`config.mk`:
```
export PLATFORM = sky130hd
export DESIGN_NAME = reply_frame_deframer_flat
export DESIGN_NICKNAME = d
export VERILOG_FILES = /design/src/hw/rtl/rfd_pkg.sv /design/src/hw/rtl/rfd_in_if.sv /design/src/hw/rtl/rfd_out_if.sv /design/src/hw/rtl/rfd_cfg_if.sv /design/src/hw/rtl/rfd_in_stage.sv /design/src/hw/rtl/rfd_core.sv /design/src/hw/rtl/reply_frame_deframer.sv /design/src/flat_wrapper.sv
export SDC_FILE = /design/constraint.sdc
export NUM_CORES = 1
export LEC_CHECK = 0
export BUFFER_PORTS_ARGS = -buffer_cell sky130_fd_sc_hd__buf_4
export CAP_MARGIN = 20
export CORE_ASPECT_RATIO = 0.9
export CORE_MARGIN = 3
export CORE_UTILIZATION = 30
export DETAILED_ROUTE_END_ITERATION = 10
export MAX_ROUTING_LAYER = met4
export SLEW_MARGIN = 20
export SYNTH_ARGS = -nofsm -noshare
export SYNTH_HDL_FRONTEND = slang
export SYNTH_SLANG_ARGS = --single-unit
export TNS_END_PERCENT = 100
```
`constraint.sdc`:
```
create_clock -name clk -period 11.3 [get_ports clk]
set_input_delay 2.26 -clock clk [delete_from_list [all_inputs] [get_ports clk]]
set_output_delay 2.26 -clock clk [all_outputs]
set_load 0.01 [all_outputs]
```
`src/hw/rtl/rfd_pkg.sv`:
```
// ----------------------------------------------------------------------------
// rfd_pkg
// Shared types and constants of the reply frame deframer.
// ----------------------------------------------------------------------------
package rfd_pkg;

  localparam int MAX_FRAME = 8192;
  localparam int CNT_W     = $clog2(MAX_FRAME + 1);
  localparam int IDX_W     = $clog2(MAX_FRAME);
  localparam int LIMIT_W   = 16;
  localparam int POLL_W    = 16;

  localparam logic [7:0] OPEN_MARK  = 8'h3C;
  localparam logic [7:0] CLOSE_MARK = 8'h3E;
  localparam logic [7:0] BIN_MARK   = 8'hC3;

  localparam int LEN_EXTRA      = 11;
  localparam int BASIC_LEN      = 2;
  localparam int HEADER_CHECK   = 2;
  localparam int LEN_LOW_POS    = 7;
  localparam int LEN_HIGH_POS   = 8;
  localparam logic [LIMIT_W-1:0] LIMIT_RESET = 16'd100;

  typedef enum logic [1:0] {
    MODE_START = 2'd0,
    MODE_BYTE  = 2'd1,
    MODE_POLL  = 2'd2
  } mode_t;

  typedef enum logic [1:0] {
    KIND_BINARY = 2'd0,
    KIND_BASIC  = 2'd1,
    KIND_ASCII  = 2'd2
  } kind_t;

  typedef enum logic [2:0] {
    ST_IDLE     = 3'd0,
    ST_COLLECT  = 3'd1,
    ST_DONE     = 3'd2,
    ST_TIMEOUT  = 3'd3,
    ST_OVERFLOW = 3'd4
  } status_t;

  typedef struct packed {
    logic [1:0]  mode;
    logic [15:0] request_head;
    logic [7:0]  rx_byte;
  } item_t;

  typedef struct packed {
    status_t          status;
    logic             kept_valid;
    logic [7:0]       kept_byte;
    logic [IDX_W-1:0] kept_index;
    logic             discard;
    logic [CNT_W-1:0] frame_length;
  } result_t;

endpackage

```
`src/hw/rtl/rfd_in_if.sv`:
```
// ----------------------------------------------------------------------------
// rfd_in_if
// Input item channel: start, received byte or poll tick.
// ----------------------------------------------------------------------------
interface rfd_in_if;
  logic        valid;
  logic        ready;
  logic [1:0]  mode;
  logic [15:0] request_head;
  logic [7:0]  rx_byte;

  modport source (output valid, mode, request_head, rx_byte, input ready);
  modport sink (input valid, mode, request_head, rx_byte, output ready);
endinterface

```
`src/hw/rtl/rfd_out_if.sv`:
```
// ----------------------------------------------------------------------------
// rfd_out_if
// Result channel: status and the kept byte of one item.
// ----------------------------------------------------------------------------
interface rfd_out_if;
  logic        valid;
  logic        ready;
  logic [2:0]  status;
  logic        kept_valid;
  logic [7:0]  kept_byte;
  logic [12:0] kept_index;
  logic        discard;
  logic [13:0] frame_length;

  modport source (output valid, status, kept_valid, kept_byte, kept_index, discard,
                  frame_length, input ready);
  modport sink (input valid, status, kept_valid, kept_byte, kept_index, discard,
                frame_length, output ready);
endinterface

```
`src/hw/rtl/rfd_cfg_if.sv`:
```
// ----------------------------------------------------------------------------
// rfd_cfg_if
// Configuration write channel for the poll timeout limit.
// ----------------------------------------------------------------------------
interface rfd_cfg_if;
  logic        valid;
  logic        ready;
  logic [15:0] poll_timeout_limit;

  modport source (output valid, poll_timeout_limit, input ready);
  modport sink (input valid, poll_timeout_limit, output ready);
endinterface

```
`src/hw/rtl/rfd_in_stage.sv`:
```
// ----------------------------------------------------------------------------
// rfd_in_stage
// Input register: holds one accepted item until the core takes it.
// ----------------------------------------------------------------------------
module rfd_in_stage (
  input  logic          clk,
  input  logic          rst,
  rfd_in_if.sink        items,
  input  logic          take,
  output logic          s1_valid,
  output rfd_pkg::item_t s1_item
);
  import rfd_pkg::*;

  logic accept;

  assign items.ready = !s1_valid || take;
  assign accept      = items.valid && items.ready;

  always_ff @(posedge clk) begin
    if (rst) begin
      s1_valid <= 1'b0;
    end else if (accept) begin
      s1_valid <= 1'b1;
    end else if (take) begin
      s1_valid <= 1'b0;
    end
  end

  always_ff @(posedge clk) begin
    if (accept) begin
      s1_item.mode         <= items.mode;
      s1_item.request_head <= items.request_head;
      s1_item.rx_byte      <= items.rx_byte;
    end
  end

endmodule

```
`src/hw/rtl/rfd_core.sv`:
```
// ----------------------------------------------------------------------------
// rfd_core
// Exchange state, per-item decode and the result register.
// ----------------------------------------------------------------------------
module rfd_core (
  input  logic           clk,
  input  logic           rst,
  input  logic           s1_valid,
  input  rfd_pkg::item_t s1_item,
  output logic           take,
  rfd_cfg_if.sink        cfg,
  rfd_out_if.source      results
);
  import rfd_pkg::*;

  logic [LIMIT_W-1:0] limit;

  logic               active, active_next;
  kind_t              kind, kind_next;
  logic [CNT_W-1:0]   byte_count, byte_count_next;
  logic [7:0]         first_byte, first_byte_next;
  logic [7:0]         length_low, length_low_next;
  logic [3:0]         length_high, length_high_next;
  logic [POLL_W-1:0]  poll_count, poll_count_next;

  logic               res_valid;
  result_t            res, res_next;

  logic [CNT_W-1:0]   cnt_inc;
  logic [CNT_W-1:0]   len_sum;
  logic [7:0]         b;
  logic [7:0]         h0, h1;

  assign cfg.ready = 1'b1;

  always_ff @(posedge clk) begin
    if (rst) begin
      limit <= LIMIT_RESET;
    end else if (cfg.valid) begin
      limit <= cfg.poll_timeout_limit;
    end
  end

  assign take = !res_valid || results.ready;

  always_comb begin
    b       = s1_item.rx_byte;
    h0      = s1_item.request_head[15:8];
    h1      = s1_item.request_head[7:0];
    cnt_inc = byte_count + CNT_W'(1);

    active_next      = active;
    kind_next        = kind;
    byte_count_next  = byte_count;
    first_byte_next  = first_byte;
    length_low_next  = length_low;
    length_high_next = length_high;
    poll_count_next  = poll_count;

    res_next              = '0;
    res_next.status       = ST_IDLE;

    if (byte_count == CNT_W'(0)) begin
      first_byte_next = b;
    end
    if (byte_count == CNT_W'(LEN_LOW_POS)) begin
      length_low_next = b;
    end
    if (byte_count == CNT_W'(LEN_HIGH_POS)) begin
      length_high_next = b[3:0];
    end
    len_sum = CNT_W'({length_high_next, length_low_next}) + CNT_W'(LEN_EXTRA);

    if (s1_item.mode == MODE_START) begin
      if (h0 == OPEN_MARK && h1 == BIN_MARK) begin
        kind_next = KIND_BINARY;
      end else if (h0 == OPEN_MARK) begin
        kind_next = KIND_ASCII;
      end else begin
        kind_next = KIND_BASIC;
      end
      active_next      = 1'b1;
      byte_count_next  = '0;
      first_byte_next  = '0;
      length_low_next  = '0;
      length_high_next = '0;
      poll_count_next  = '0;
      res_next.status  = ST_COLLECT;
    end else if (!active || !(s1_item.mode == MODE_BYTE || s1_item.mode == MODE_POLL)) begin
      first_byte_next  = first_byte;
      length_low_next  = length_low;
      length_high_next = length_high;
      res_next.status  = ST_IDLE;
    end else if (s1_item.mode == MODE_POLL) begin
      first_byte_next  = first_byte;
      length_low_next  = length_low;
      length_high_next = length_high;
      if (poll_count >= limit) begin
        active_next     = 1'b0;
        res_next.status = ST_TIMEOUT;
      end else begin
        poll_count_next = poll_count + POLL_W'(1);
        res_next.status = ST_COLLECT;
      end
    end else if (kind == KIND_BASIC) begin
      first_byte_next  = first_byte;
      length_low_next  = length_low;
      length_high_next = length_high;
      byte_count_next  = cnt_inc;
      if (cnt_inc >= CNT_W'(BASIC_LEN)) begin
        active_next           = 1'b0;
        res_next.status       = ST_DONE;
        res_next.frame_length = CNT_W'(BASIC_LEN);
      end else begin
        res_next.status = ST_COLLECT;
      end
    end else if (kind == KIND_ASCII && byte_count == CNT_W'(0) && b != OPEN_MARK) begin
      first_byte_next  = first_byte;
      length_low_next  = length_low;
      length_high_next = length_high;
      res_next.status  = ST_COLLECT;
    end else if (byte_count >= CNT_W'(MAX_FRAME)) begin
      first_byte_next  = first_byte;
      length_low_next  = length_low;
      length_high_next = length_high;
      active_next      = 1'b0;
      res_next.status  = ST_OVERFLOW;
    end else begin
      byte_count_next     = cnt_inc;
      res_next.kept_valid = 1'b1;
      res_next.kept_byte  = b;
      res_next.kept_index = byte_count[IDX_W-1:0];
      res_next.status     = ST_COLLECT;
      if (kind == KIND_ASCII) begin
        first_byte_next  = first_byte;
        length_low_next  = length_low;
        length_high_next = length_high;
        if (byte_count != CNT_W'(0) && b == CLOSE_MARK) begin
          active_next           = 1'b0;
          res_next.status       = ST_DONE;
          res_next.frame_length = cnt_inc;
        end
      end else if (cnt_inc == CNT_W'(HEADER_CHECK) &&
                   !(first_byte == OPEN_MARK && b == BIN_MARK)) begin
        byte_count_next  = '0;
        res_next.discard = 1'b1;
      end else if (cnt_inc >= CNT_W'(LEN_EXTRA) && b == CLOSE_MARK && len_sum == cnt_inc) begin
        active_next           = 1'b0;
        res_next.status       = ST_DONE;
        res_next.frame_length = cnt_inc;
      end
    end
  end

  always_ff @(posedge clk) begin
    if (rst) begin
      active      <= 1'b0;
      kind        <= KIND_BINARY;
      byte_count  <= '0;
      first_byte  <= '0;
      length_low  <= '0;
      length_high <= '0;
      poll_count  <= '0;
      res_valid   <= 1'b0;
    end else if (take) begin
      res_valid <= s1_valid;
      if (s1_valid) begin
        active      <= active_next;
        kind        <= kind_next;
        byte_count  <= byte_count_next;
        first_byte  <= first_byte_next;
        length_low  <= length_low_next;
        length_high <= length_high_next;
        poll_count  <= poll_count_next;
      end
    end
  end

  always_ff @(posedge clk) begin
    if (take && s1_valid) begin
      res <= res_next;
    end
  end

  assign results.valid        = res_valid;
  assign results.status       = res.status;
  assign results.kept_valid   = res.kept_valid;
  assign results.kept_byte    = res.kept_byte;
  assign results.kept_index   = res.kept_index;
  assign results.discard      = res.discard;
  assign results.frame_length = res.frame_length;

  a_kept_status: assert property (@(posedge clk) disable iff (rst)
    res_valid && res.kept_valid |-> res.status == ST_COLLECT || res.status == ST_DONE)
    else $error("kept byte with wrong status");

  a_discard_pos: assert property (@(posedge clk) disable iff (rst)
    res_valid && res.discard |-> res.kept_valid && res.kept_index == IDX_W'(1))
    else $error("discard away from header check");

  a_len_done: assert property (@(posedge clk) disable iff (rst)
    res_valid && res.frame_length != '0 |-> res.status == ST_DONE)
    else $error("frame length without completion");

  a_done_len: assert property (@(posedge clk) disable iff (rst)
    res_valid && res.status == ST_DONE && res.kept_valid |->
      res.frame_length == CNT_W'(res.kept_index) + CNT_W'(1))
    else $error("frame length does not match last index");

  a_count_bound: assert property (@(posedge clk) disable iff (rst)
    byte_count <= CNT_W'(MAX_FRAME))
    else $error("byte count beyond frame limit");

endmodule

```
`src/hw/rtl/reply_frame_deframer.sv`:
```
// ----------------------------------------------------------------------------
// reply_frame_deframer
// Finds one reply frame (binary, ASCII or basic ASCII) in a received stream.
// ----------------------------------------------------------------------------
// items carries one of three kinds of item: a start that picks the frame
// kind from the first two request bytes, a received byte, or a poll tick.
// results returns exactly one result per item: status, the kept byte with
// its index, a discard flag when the binary header fails, and the frame
// length on completion. cfg writes the poll timeout limit; write it only
// while no item is in flight.
// Each item is held in the input register, where the per-item decode feeds
// the result register, from which its result is presented. One item per
// cycle is sustained while results does not stall; the single exchange
// state update in the core sets that figure.
// When results stalls, the result register holds and the input register
// fills; items.ready drops only when both hold an item.
// Reset (rst, synchronous) ends any exchange, empties both registers and
// sets the poll timeout limit to 100.
// ----------------------------------------------------------------------------
module reply_frame_deframer (
  input  logic      clk,
  input  logic      rst,
  rfd_in_if.sink    items,
  rfd_cfg_if.sink   cfg,
  rfd_out_if.source results
);
  import rfd_pkg::*;

  logic  take;
  logic  s1_valid;
  item_t s1_item;

  rfd_in_stage u_in_stage (
    .clk      (clk),
    .rst      (rst),
    .items    (items),
    .take     (take),
    .s1_valid (s1_valid),
    .s1_item  (s1_item)
  );

  rfd_core u_core (
    .clk      (clk),
    .rst      (rst),
    .s1_valid (s1_valid),
    .s1_item  (s1_item),
    .take     (take),
    .cfg      (cfg),
    .results  (results)
  );

endmodule

```
`src/flat_wrapper.sv`:
```
// flat-port wrapper written by rule: the top's interface ports become plain ports
module reply_frame_deframer_flat import rfd_pkg::*;
  (clk, rst, items_valid, items_mode, items_request_head, items_rx_byte, items_ready, cfg_valid, cfg_poll_timeout_limit, cfg_ready, results_valid, results_status, results_kept_valid, results_kept_byte, results_kept_index, results_discard, results_frame_length, results_ready);
  rfd_in_if items_i ();
  rfd_cfg_if cfg_i ();
  rfd_out_if results_i ();
  input  logic clk;
  input  logic rst;
  input wire logic [$bits(items_i.valid)-1:0] items_valid;
  input wire logic [$bits(items_i.mode)-1:0] items_mode;
  input wire logic [$bits(items_i.request_head)-1:0] items_request_head;
  input wire logic [$bits(items_i.rx_byte)-1:0] items_rx_byte;
  output wire logic [$bits(items_i.ready)-1:0] items_ready;
  input wire logic [$bits(cfg_i.valid)-1:0] cfg_valid;
  input wire logic [$bits(cfg_i.poll_timeout_limit)-1:0] cfg_poll_timeout_limit;
  output wire logic [$bits(cfg_i.ready)-1:0] cfg_ready;
  output wire logic [$bits(results_i.valid)-1:0] results_valid;
  output wire logic [$bits(results_i.status)-1:0] results_status;
  output wire logic [$bits(results_i.kept_valid)-1:0] results_kept_valid;
  output wire logic [$bits(results_i.kept_byte)-1:0] results_kept_byte;
  output wire logic [$bits(results_i.kept_index)-1:0] results_kept_index;
  output wire logic [$bits(results_i.discard)-1:0] results_discard;
  output wire logic [$bits(results_i.frame_length)-1:0] results_frame_length;
  input wire logic [$bits(results_i.ready)-1:0] results_ready;
  assign items_i.valid = items_valid;
  assign items_i.mode = items_mode;
  assign items_i.request_head = items_request_head;
  assign items_i.rx_byte = items_rx_byte;
  assign items_ready = items_i.ready;
  assign cfg_i.valid = cfg_valid;
  assign cfg_i.poll_timeout_limit = cfg_poll_timeout_limit;
  assign cfg_ready = cfg_i.ready;
  assign results_valid = results_i.valid;
  assign results_status = results_i.status;
  assign results_kept_valid = results_i.kept_valid;
  assign results_kept_byte = results_i.kept_byte;
  assign results_kept_index = results_i.kept_index;
  assign results_discard = results_i.discard;
  assign results_frame_length = results_i.frame_length;
  assign results_i.ready = results_ready;
  reply_frame_deframer u_core (.clk(clk), .rst(rst), .items(items_i), .cfg(cfg_i), .results(results_i));
endmodule
```
**Word level (Yosys, flattened, before mapping)**

Cells that the tools add are included.

- ROM bits: 0
- Bits in latches: 0
- Memories kept: 0
- Output and inout bits: 43
- Memory bits (writable): 0
- Word-level logic and storage cells: 165
- Bits in registers: 137

- Muxes and demuxes: 73
- $add $sub $neg: 3
- Divide/modulo/power cells: 0
- Reductions and logical operators: 37
- Bitwise logic cells: 0
- Eq/ne operators: 28
- Shift operators: 0
- Order comparisons: 4
- Multiply operators: 0

Operators by type and width:

| kind | number |
|---|---|
| 14-bit two-way mux | 14 |
| 8-bit two-way mux | 16 |
| 16-bit two-way mux | 4 |
| 37-bit two-way mux | 1 |
| 4-bit two-way mux | 8 |
| 8-bit by 6-bit == test with 1-bit output, second input constant | 3 |
| 3-bit two-way mux | 6 |
| 9-bit AND reduction | 2 |
| 1-bit two-way mux | 17 |
| 16-bit by 1-bit adder with 16-bit output, second input constant | 1 |
| 8-bit == test, second input constant | 2 |
| 16-bit greater-or-equal comparator | 1 |
| 14-bit by 1-bit adder with 14-bit output, second input constant | 1 |
| 13-bit by 14-bit == test with 1-bit output | 1 |
| 14-bit by 2-bit == test with 1-bit output, second input constant | 1 |
| 14-bit by 3-bit == test with 1-bit output, second input constant | 1 |
| 14-bit by 4-bit == test with 1-bit output, second input constant | 1 |
| 14-bit greater-or-equal comparator, second input constant | 1 |
| 14-bit by 2-bit greater-or-equal comparator with 1-bit output, second input constant | 1 |
| 14-bit by 4-bit greater-or-equal comparator with 1-bit output, second input constant | 1 |
| 14-bit zero test | 1 |
| 2-bit two-way mux | 7 |
| 2-bit != test, second input constant | 7 |
| 14-bit nonzero test | 1 |
| 25 further kinds | 46 |

**Depth between registers and ports, before layout**

- Word-level depth: 14
- Mapped depth: 18
- Mapped depth without buffers: 14

**Cells and area by module**

Synthesis repeated with hierarchy kept, for this count alone.

- Cells, all modules: 760
- Area total of the unflattened synthesis: 7,374.6 um^2

By module, submodules not included:

| module | sequential area each (um^2) | times used | cells an instance | area an instance (um^2) |
|---|---|---|---|---|
| rfd_core | 2,602.5 | 1 | 729 | 6,538.8 |
| rfd_in_stage | 800.8 | 1 | 31 | 835.8 |

**Worst setup path before layout**

No wires, ideal clock.

- Path kind: input-to-reg
- From: in results_ready
- To: reg u_core.u_core.first_byte[0]
- Data required time: 11.172 ns
- Setup slack: 5.039 ns
- Path buffers: 0
- Arrival: 6.133 ns
- Stages: 6
- Cell sequence: nor2b_1 nor2b_1 o21ai_1 a2111oi_2 mux2i_1 nor2_1

- Word-level cells in the longest chain between the ends: 2

RTL lines:

| element | RTL line | text |
|---|---|---|
| start: declaration | flat_wrapper.sv:24 | `input wire logic [$bits(results_i.ready)-1:0] results_ready;` |
| 1-bit logical OR | rfd_core.sv:44 | `assign take = !res_valid \|\| results.ready;` |
| 9-bit AND reduction (no line) | -- |  |
| end signal: assignment | rfd_core.sv:171 | `first_byte <= first_byte_next;` |
| end: declaration | rfd_core.sv:21 | `logic [7:0] first_byte, first_byte_next;` |

No other way between the ends.
A chain may end at the register's enable or synchronous reset.

**Worst setup path after layout**

- From: reg u_core.u_core.byte_count[0]
- To: reg u_core.u_core.res (netlist bit u_core.u_core.results.frame_length[13]), data pin

- Word-level cells in the longest chain between the ends: 11
- Elaborated cells between the ends (all ways): 25

RTL lines:

| element | RTL line | text |
|---|---|---|
| start: declaration | rfd_core.sv:20 | `logic [CNT_W-1:0] byte_count, byte_count_next;` |
| start signal: assignment | rfd_core.sv:170 | `byte_count <= byte_count_next;` |
| parallel branches: the longest is 9 deep, another holds 14-bit by 1-bit adder with 14-bit output | -- |  |
| 14-bit two-way mux * | rfd_core.sv:117 | `end else if (kind == KIND_ASCII && byte_count == CNT_W'(0) && b != OPEN_MARK) begin` |
| 14-bit two-way mux * | rfd_core.sv:105 | `end else if (kind == KIND_BASIC) begin` |
| end signal: assignment | rfd_core.sv:181 | `res <= res_next;` |
| end: declaration | rfd_core.sv:27 | `result_t res, res_next;` |

Every way passes the cells marked *.

==> results.ini <==
[outcome]
outcome=complete, no violations

[worst_setup_path]
worst_r2r_path_depth=12
crit_chain=ha_1, nand4bb_1, or4_1, mux2i_1, ha_1, nor2_1, mux2i_1, a2111oi_0, a311oi_1, nor4b_1, a41oi_2, nor3b_1
cp_num_buf_inv=0
worstSetupPathDepth=12
required_ns=11.42
crit_path_end_kind=flop
crit_path_start_kind=flop
crit_slowest_cell=or4_1
worst-path-max-fanout=17
worstSetupPathType=flop to flop
r2r_end=u_core.u_core.results.frame_length[13]
arrival_ns=5.40
startpoint=u_core.u_core.byte_count[0]
max_stage_delay_ns=0.90
endpoint=u_core.u_core.results.frame_length[13]
rr_startpoint=u_core.u_core.byte_count[0]
critPathTopFamily=compound AO/OA/AOI/OAI gates
ff2ff_setup_slack_ns=6.03

[floorplanning]
num_rows=53
die_area_um2=26300
core_area_um2=23700
die_w_um=171
io_pins=90
start_util_pct=30.9
die_height_um=154

[cts]
numCtsBuffers=17
cts_hold_buf=0
cts_tree=built
cts_resized=0
cts_setup_buffers=0
numClockSinks=137
clk_root_buffer_cell=clkbuf_16
cts.clk_slew.worst_paths_ns=0.06
clockBufferDepth=2
cts_max_level=4
clock_latency_ns=0.42

[timing]
fin_crit_ns=5.27
period_share_pct=46.6
tns_ns=0
finClkSkew_ns=0.00918
setup_viol=0
hold_viol=0
maxSlewHeadroom_pct=35.0
rsz0062_at_grt=no
slew_violations=0
fmax_ghz=0.190
tightest_slew_ns=0.975

[cells_and_area]
utilization_pct=37.3
final_cell_mix=96 x buf_4, 94 x nor2_1, 71 x dfxtp_1, 66 x edfxtp_1, 36 x inv_1
final_cells=1130
final_common_cell=buf_4
synthToLayoutAreaGrowth_pct=20.8
drive_gt1_share_pct=18.8
fillCellCount=2376
antenna_cells=0
fin_nets=890

[power]
power.density_nw_per_um2=135
power_w=0.00119
p_leak_nw=3.28
switchingPower_w=0.000264
clkPwrFrac_pct=47.9
power_frac_seq_pct=45.9
switching_share_pct=22.1
comb_power_share_pct=6.2
ir_drop_v=0.0000640
p_int_w=0.000929

[grt]
grt_pass1_vias=5381
overflow=0
antenna_found_initial=0
track_usage_pct=14.1
grt_max_degree=55
grt_pass1_wl_mm=28.9

[routing]
drt-total-wl_mm=17.8
viasPerCell=5.01
wl_per_cell_um=15.7
wl_met2_mm=7.56
drcViolationCount=0
vias=5658
ant_nets=0
drt_first_pass_iters=5
wl_met1_mm=9.08
top_layer=met4
drt-initial-drc-count=337
met3_length_um=942

[job]
drv_cap=0

[placement]
port_buffers=88
placed_cells=1098
dp_hpwl_mm=12.8
gp_congestion=0.883

[yosys]
synth_seq_area_share_pct=46.5
synth_fp_nets=817
ys_ff_latch=137
synth_edf_count=66
synth_cells=742
async_reset_ff_share_pct=0
avgSynthCellArea_um2=9.85
ys.warnings.count=0
synth.distinct_cells=69
yosys_most_used_dff=dfxtp_1
netlist_area_um2=7310

[min_path]
hold_path.class=flop to flop

-- sequential cells by signal, indices dropped and copies added (netlist names) --
register / flops
u_core.u_in_stage.s1_item: 26
u_core.u_core.limit: 16
u_core.u_core.poll_count: 16
u_core.u_core.byte_count: 14
u_core.u_core.results.frame_length: 14
u_core.u_core.results.kept_index: 13
u_core.u_core.first_byte: 8
u_core.u_core.length_low: 8
u_core.u_core.results.kept_byte: 8
u_core.u_core.length_high: 4
u_core.u_core.results.status: 3
u_core.u_core.kind: 2
u_core.u_core.active: 1
u_core.u_core.results.discard: 1
u_core.u_core.results.kept_valid: 1
u_core.u_core.results.valid: 1
u_core.u_in_stage.s1_valid: 1
-- worst min path at each step --
| stage | from | endpoint | slack [ns] | depth (start not counted) |
|---|---|---|---|---|
| finish | u_core.u_core.length_high[3] | u_core.u_core.length_high[3] | 0.49 | 2 |
| global route | u_core.u_core.length_low[1] | u_core.u_core.length_low[1] | 0.51 | 2 |
| CTS | u_core.u_core.length_low[1] | u_core.u_core.length_low[1] | 0.48 | 2 |
| detailed placement | u_core.u_core.length_low[1] | u_core.u_core.length_low[1] | 0.47 | 2 |
| global placement | u_core.u_core.length_high[3] | u_core.u_core.length_high[3] | 0.46 | 2 |
| floorplan | u_core.u_core.length_low[1] | u_core.u_core.length_low[1] | 0.45 | 2 |
-- logic make-up after synthesis --
| family | synth area share [%] |
|---|---|
| buf+inv | 4.50 |
| fa+ha+maj | 4.79 |
| compound gates | 10.7 |
| simple gates | 22.1 |
| other cells | 0.0513 |
| xor+xnor | 5.77 |
| mux | 5.48 |
| flops | 46.5 |
-- synthesized netlist by cell type (all sizes together) (2+ instances only) --
cell type / number / share of area [%]
a2bb2oi: 3 / 0.36
xnor3: 2 / 0.62
nand4b: 2 / 0.24
inv: 36 / 1.8
a41oi: 3 / 0.46
a22oi: 10 / 1.0
o21ai: 21 / 1.4
a2111oi: 5 / 0.86
and3: 10 / 0.86
clkbuf: 33 / 1.7
o211ai: 6 / 0.62
nor3b: 3 / 0.31
a21o: 9 / 0.92
or2: 3 / 0.26
buf: 9 / 0.96
nand2: 34 / 1.7
mux2i: 35 / 5.0
o21a: 4 / 0.41
nand3b: 4 / 0.41
ha: 28 / 4.8
and2: 20 / 1.7
xnor2: 31 / 3.7
nor3: 37 / 3.2
and4: 2 / 0.24
xor2: 12 / 1.4
nor4: 14 / 1.4
a21oi: 32 / 2.2
mux2: 3 / 0.51
or4: 3 / 0.31
nor4b: 5 / 0.60
nand3: 18 / 1.2
or3: 13 / 1.2
nor2: 94 / 4.8
nor2b: 13 / 1.1
nand4: 18 / 1.5
or4b: 3 / 0.41
dfxtp: 71 / 19
edfxtp: 66 / 27
a211oi: 5 / 0.51
o21bai: 2 / 0.21
o41ai: 2 / 0.24
o31ai: 3 / 0.31
-- power by group through the flow --
stage               Clock [W]  Sequential [W]  Combinational [W]
global placement            0        0.000558          0.0000747
finish               0.000571        0.000547          0.0000742
CTS                  0.000587        0.000547          0.0000754
detailed placement          0        0.000558          0.0000751
floorplan                   0        0.000558          0.0000379
global route         0.000605        0.000549          0.0000836
-- layer usage --
layer  track usage, %  vias up
met5                -        -
met4             4.17        0
met3             3.24       18
met2             20.3      146
met1             19.9     2672
li1                 -     2822
-- tightest hold or removal path, delay by kind of cell, from the launching register on --
kind,cells,cell delay (ns)
flops,1,0.31
compound gates,2,0.13
-- layout make-up --
class | count | area [µm²] | area share [%]
repair buffers | 96 | 721 | 8.16
well taps | 302 | 378 | 4.28
multi-input cells | 527 | 3590 | 40.7
inverters | 36 | 135 | 1.53
clock buffers | 21 | 460 | 5.21
clock inverters | 11 | 145 | 1.64
flip-flops and latches | 137 | 3400 | 38.5
-- through the flow --
step	area (µm²)	worst slack, ns	hold slack [ns]
6_report	8840	6.03	0.486
5_1_grt	8840	5.59	0.511
3_5_place_dp	8230	6.09	0.469
2_1_floorplan	7310	5.04	0.446
3_3_place_gp	8230	6.12	0.461
4_1_cts	8830	6.09	0.478
Power figures use the tool's default switching activity.
